--- src/rtl/core/sfr_pkg.sv ---
// ----------------------------------------------------------------------------
// sfr_pkg
// Shared constants, codes and pointer helpers for the stereo frame ring.
// ----------------------------------------------------------------------------
package sfr_pkg;

    localparam int RING_DEPTH = 1024;
    localparam int PTR_W      = $clog2(RING_DEPTH);
    localparam int SAMPLE_W   = 20;
    localparam int FRAME_W    = 2 * SAMPLE_W;
    localparam int BLOCK_W    = 11;
    localparam int LEVEL_W    = 10;
    localparam int FILL_W     = (PTR_W > LEVEL_W) ? PTR_W : LEVEL_W;
    localparam int CMP_W      = (PTR_W + 1 > BLOCK_W) ? PTR_W + 1 : BLOCK_W;

    localparam logic [PTR_W-1:0] PTR_LAST = PTR_W'(RING_DEPTH - 1);

    localparam logic [2:0] CMD_FILE_PUSH   = 3'd0;
    localparam logic [2:0] CMD_MIX_READ    = 3'd1;
    localparam logic [2:0] CMD_RECORD_PUSH = 3'd2;
    localparam logic [2:0] CMD_DRAIN_READ  = 3'd3;
    localparam logic [2:0] CMD_RESTART     = 3'd4;

    localparam logic [1:0] MODE_PLAY   = 2'd1;
    localparam logic [1:0] MODE_RECORD = 2'd2;

    localparam logic [1:0] REG_MODE = 2'd0;
    localparam logic [1:0] REG_MONO = 2'd1;

    function automatic logic [PTR_W-1:0] ptr_inc(input logic [PTR_W-1:0] p);
        return (p == PTR_LAST) ? '0 : p + PTR_W'(1);
    endfunction

    function automatic logic [PTR_W-1:0] fill_of(input logic [PTR_W-1:0] w,
                                                 input logic [PTR_W-1:0] r);
        logic [PTR_W:0] t;
        if (w >= r) begin
            t = {1'b0, w} - {1'b0, r};
        end else begin
            t = {1'b0, w} + (PTR_W + 1)'(RING_DEPTH) - {1'b0, r};
        end
        return t[PTR_W-1:0];
    endfunction

    function automatic logic [LEVEL_W-1:0] level_of(input logic [PTR_W-1:0] f);
        logic [FILL_W-1:0] t;
        t = FILL_W'(f);
        return t[LEVEL_W-1:0];
    endfunction

endpackage

--- src/rtl/core/sfr_convert.sv ---
// ----------------------------------------------------------------------------
// sfr_convert
// Sample conversion on a frame read from the ring: saturating Q4.15 mix,
// or clamp to +-1.0 and scale by 32767 toward zero for drain.
// ----------------------------------------------------------------------------
module sfr_convert
    import sfr_pkg::*;
(
    input  logic                       is_drain,
    input  logic signed [SAMPLE_W-1:0] mix_left,
    input  logic signed [SAMPLE_W-1:0] mix_right,
    input  logic        [FRAME_W-1:0]  frame,
    output logic signed [SAMPLE_W-1:0] left_out,
    output logic signed [SAMPLE_W-1:0] right_out
);

    localparam logic signed [SAMPLE_W:0] SUM_MAX = (SAMPLE_W + 1)'(524287);
    localparam logic signed [SAMPLE_W:0] SUM_MIN = -(SAMPLE_W + 1)'(524288);
    localparam logic signed [SAMPLE_W-1:0] UNIT_POS = SAMPLE_W'(32768);
    localparam logic signed [SAMPLE_W-1:0] UNIT_NEG = -SAMPLE_W'(32768);
    localparam logic [14:0] SCALE_OUT = 15'd32767;

    function automatic logic signed [SAMPLE_W-1:0] sat_add(
        input logic signed [SAMPLE_W-1:0] a,
        input logic signed [SAMPLE_W-1:0] b
    );
        logic signed [SAMPLE_W:0] s;
        s = (SAMPLE_W + 1)'(a) + (SAMPLE_W + 1)'(b);
        if (s > SUM_MAX) begin
            return SUM_MAX[SAMPLE_W-1:0];
        end else if (s < SUM_MIN) begin
            return SUM_MIN[SAMPLE_W-1:0];
        end
        return s[SAMPLE_W-1:0];
    endfunction

    function automatic logic signed [SAMPLE_W-1:0] to_int16(
        input logic signed [SAMPLE_W-1:0] q
    );
        logic signed [SAMPLE_W-1:0] v;
        logic        [15:0]         mag;
        logic        [30:0]         prod;
        logic        [15:0]         scaled;
        v = q;
        if (q > UNIT_POS) v = UNIT_POS;
        if (q < UNIT_NEG) v = UNIT_NEG;
        mag    = v[SAMPLE_W-1] ? 16'(-v) : 16'(v);
        prod   = 31'(mag) * 31'(SCALE_OUT);
        scaled = prod[30:15];
        return v[SAMPLE_W-1] ? -SAMPLE_W'(scaled) : SAMPLE_W'(scaled);
    endfunction

    logic signed [SAMPLE_W-1:0] frame_left;
    logic signed [SAMPLE_W-1:0] frame_right;

    assign frame_left  = frame[FRAME_W-1:SAMPLE_W];
    assign frame_right = frame[SAMPLE_W-1:0];

    always_comb begin
        if (is_drain) begin
            left_out  = to_int16(frame_left);
            right_out = to_int16(frame_right);
        end else begin
            left_out  = sat_add(mix_left, frame_left);
            right_out = sat_add(mix_right, frame_right);
        end
    end

endmodule

--- config.mk ---
export PLATFORM = sky130hd
export DESIGN_NAME = sfr_convert
export DESIGN_NICKNAME = d
export VERILOG_FILES = /design/src/rtl/core/sfr_pkg.sv /design/src/rtl/core/sfr_convert.sv
export SDC_FILE = /design/constraint.sdc
export NUM_CORES = 1
export LEC_CHECK = 0
export BUFFER_PORTS_ARGS = -buffer_cell sky130_fd_sc_hd__buf_2
export CELL_PAD_IN_SITES_DETAIL_PLACEMENT = 0
export CELL_PAD_IN_SITES_GLOBAL_PLACEMENT = 2
export CORE_MARGIN = 4
export CORE_UTILIZATION = 39
export DETAILED_ROUTE_END_ITERATION = 8
export PLACE_DENSITY_LB_ADDON = 0.1
export SLEW_MARGIN = 15
export SYNTH_ARGS = -nofsm -noshare
export SYNTH_HDL_FRONTEND = slang
export SYNTH_SLANG_ARGS = --single-unit
export TNS_END_PERCENT = 10
--- constraint.sdc ---
create_clock -name vclk -period 22
set_input_delay 5.5 -clock vclk [all_inputs]
set_output_delay 5.5 -clock vclk [all_outputs]
set_load 0.01 [all_outputs]
## After elaboration in Yosys (flattened, before gate mapping)

Cells that the tools add are included.

- Flip-flop bits (word level): 0
- Input port bits: 81
- Output and inout port bits: 40
- Word-level logic and storage cells: 40

- Add/subtract/negate cells: 6
- Multiply operators: 2
- Magnitude comparators: 8
- Mux-type cells: 24

Operators with widths:

| operator | count |
|---|---|
| $mux W20 | 16 |
| $mul A16 B15 Y31 const B | 2 |
| $add A20 B20 Y21 | 2 |
| $gt A21 B20 Y1 const B | 2 |
| $lt A21 B20 Y1 const B | 2 |
| $gt A20 B17 Y1 const B | 2 |
| $lt A20 B16 Y1 const B | 2 |
| $neg A16 Y20 | 2 |
| $mux W16 | 2 |
| $neg A16 Y16 | 2 |
| $mux W1 | 6 |

## Logic depth before layout (Yosys ltp)

- Depth in word-level cells: 10
- Depth in mapped cells: 41
- Mapped depth without buffers: 40

## Worst setup path before layout

Ideal clock, no wire load.

- Path type: input port to output port
- Start point: input port frame[30]
- End point: output port left_out[17]
- Arrival: 14,188 ps
- Required time: 16,500 ps
- Setup slack: 2,312 ps
- Stages: 37
- Path buffers: 2
- Path through: nor4_1 -> nand3_1 -> o21ai_0 -> and2_1 -> nor2_1 -> nor2_1 -> nand2_1 -> ha_1 -> clkbuf_1 -> o21ai_0 -> a21oi_1 -> nand2_1 -> a21boi_0 -> o21ai_0 -> o21ai_0 -> fa_1 -> inv_1 -> fa_1 -> inv_1 -> fa_1 -> fa_1 -> fa_1 -> inv_1 -> fa_1 -> inv_1 -> ha_1 -> buf_4 -> nand2_1 -> o211ai_1 -> a211oi_2 -> o31ai_1 -> xor2_1 -> a211oi_2 -> nand4_1 -> or2_2 -> o311ai_2 -> o21ai_0

- Longest elaborated chain between the ends: 10
- Elaborated cells between the ends (all ways): 19
- Classes of those cells: 3 x add/sub; 1 x mul; 4 x order compare; 11 x mux

RTL lines:

| what | line | source |
|---|---|---|
| start, declared | sfr_convert.sv:12 | `input logic [FRAME_W-1:0] frame,` |
| $gt A20 B17 Y1 | sfr_convert.sv:45 | `if (q > UNIT_POS) v = UNIT_POS;` |
| $mux W20 | sfr_convert.sv:45 |  |
| $mux W20 | sfr_convert.sv:46 | `if (q < UNIT_NEG) v = UNIT_NEG;` |
| $mux W20 | sfr_convert.sv:60 | `if (is_drain) begin` |
| $neg A16 Y16 | sfr_convert.sv:47 | `mag = v[SAMPLE_W-1] ? 16'(-v) : 16'(v);` |
| $mux W16 | sfr_convert.sv:47 |  |
| $mul A16 B15 Y31 | sfr_convert.sv:48 | `prod = 31'(mag) * 31'(SCALE_OUT);` |
| $neg A16 Y20 | sfr_convert.sv:50 | `return v[SAMPLE_W-1] ? -SAMPLE_W'(scaled) : SAMPLE_W'(scaled);` |
| $mux W20 | sfr_convert.sv:50 |  |
| $mux W20 (*) | sfr_convert.sv:60 |  |
| end, declared | sfr_convert.sv:13 | `output logic signed [SAMPLE_W-1:0] left_out,` |

Mark *: on every way between the ends. The rest lies on a longest branch, timed or not. The select of a mux whose other input is x is not followed.

## Final worst setup path

Same ends and word-level chain as after synthesis.

==> summary.md <==
| Metric | Value |
|---|---|
| Final setup violation count | 0 |
| Placed Area | 0.0151 mm2 |
| Vias per cell | 5.41 |
| Largest net degree at the start of global routing | 51 |
| Type of the most critical hold path | input pin to output port |
| Top post-synthesis cells by area | fa_1, ha_1, inv_1, xnor2_1, a21oi_1 |
| Post-DP HPWL | 38700 um |
| Synth-to-Final Area Change | 7.89% |
| Post-CTS Repair Setup Buffers | 0 |
| # DRC | 0 |
| Slowest stage cell on the critical path | fa_1 |
| Delay of the slowest cell on the worst path | 0.66 ns |
| Initial antenna violation count | 0 |
| Die Span Y | 197 um |
| Cell taking the most area after synthesis | fa_1 |
| Max cap viols | 0 |
| Hold Buf Count CTS | 0 |
| Post-Syn Area | 0.0140 mm2 |
| Crit Path Max Fanout | 10 |
| Synth top cells by count | inv_1, ha_1, fa_1 |
| Seq/Total Area, Yosys | 0% |
| CP required | 16.50 ns |
| Final worst-path cycle share | 95.2% |
| Syn Nets | 2190 |
| WL per Instance | 19.2 um |
| CP most frequent cell | fa_1 |
| Gate Count Post-Synth | 1685 |
| PostCTS Resize Cnt | 0 |
| Final WL | 43000 um |
| Setup WS post-layout | 1.06 ns |
| FFs & Latches | 0 |
| Final Hold Viols | 0 |
| Initial drt markers | 476 |
| Fin. max-slew vios | 0 |
| CP Class | input pin to output port |
| Layout cells sized above 1 | 9.35% |
| Die area | 0.0390 mm2 |
| Syn_area_per_cell | 8.30 um2 |
| GPL Wtd Cong | 0.904 |
| Grt total ovfl | 0 |
| Final antenna-violating net count | 0 |
| Vias | 12096 |
| Tightest Pin Transition | 1.10 ns |
| Yosys cell types | 82 |
| Fmax | 0.0478 GHz |
| Initial Utilization | 39.4% |
| Finished Cell Area | 0.0151 mm2 |
| Pre-CTS WS | 0.641 ns |
| Register Area | 0 um2 |
| Top cell type's share of synthesized area | 27.5% |
| Core Area | 0.0355 mm2 |
| IO buf count | 121 |
| Diode count | 0 |
| Worst setup EP type | output port |
| Fin Hold WS | 11.62 ns |
| CP arrival | 15.44 ns |
| Startpoint types | input pin |
| Top-count cell post-synth | inv_1 |
| Tot GR Track Use | 22.0% |
| Vias in the first global route | 12666 |
| Pre-antenna DRT Iters | 5 |
| Status | complete, no violations |
| Clk_buf instances | 0 |
| Tmin final | 20.94 ns |
| First-pass GRT wire length | 68800 um |
| Yosys warns | 0 |
| Layout Nets | 2283 |
| Die span in x | 197 um |
| Row cnt | 69 |
| RSZ-0062 raised after global routing | false |
| Top Ports | 121 |
| Slew margin rel. | 25.9% |
| Final TNS setup | 0 ns |
critical path: cells and delay by family:
family          cells  cell delay (ns)
simple gates        9             2.13
compound gates     13             2.79
xor+xnor            1             0.35
fa+ha+maj           8             4.05
buf+inv             6             0.58
placed cells by master, fill, tap and decap left out, types with 17 or more instances in the layout:
| cell | n |
|---|---|
| a21oi_1 | 133 |
| fa_1 | 192 |
| o211ai_1 | 19 |
| nor3_1 | 22 |
| inv_1 | 282 |
| a31oi_1 | 19 |
| o21ai_0 | 84 |
| nor2_1 | 71 |
| a211oi_1 | 20 |
| xor2_1 | 45 |
| a21o_1 | 71 |
| buf_2 | 121 |
| nand2_1 | 91 |
| o21a_1 | 17 |
| xnor2_1 | 86 |
| nand3_1 | 25 |
| ha_1 | 232 |
kinds of logic after synthesis:
logic type | count (synthesis) | share of synthesized area, %
simple gates | 324 | 11.7
xor+xnor | 131 | 8.20
buf+inv | 327 | 9.09
mux | 10 | 0.725
fa+ha+maj | 432 | 48.8
compound gates | 461 | 21.5
final cells by class:
cell class	instances	area [um2]
inverter	282	1060
tap	461	577
multi-input combinational	1358	12700
timing repair buffer	136	718
fill	3703	20400
stage by stage:
| step | cells | util (%) |
|---|---|---|
| after global placement | 2237 | 42.5 |
| after detailed placement | 2237 | 42.5 |
| after CTS | 2237 | 42.5 |
| after global routing | 2237 | 42.5 |
| final | 2237 | 42.5 |
| after floorplan | 1685 | - |
routing by layer:
| metal | vias to the layer above | global-route usage (%) | wire, um |
|---|---|---|---|
| met2 | 189 | 42.4 | 23200 |
| li1 | 6014 | - | - |
| met1 | 5853 | 27.5 | 18000 |
| met3 | 40 | 0.785 | 949 |
| met4 | 0 | 3.65 | 875 |
| met5 | - | 0 | 0 |
worst paths after layout:
kind          from            to  slack [ns]  depth (start not counted)
max      frame[30]  left_out[17]        1.06                         37
min   mix_right[3]  right_out[3]       11.62                          6
Power is not shown: default switching activity piles up to over one toggle a cycle in this logic, so the estimate is an artifact.
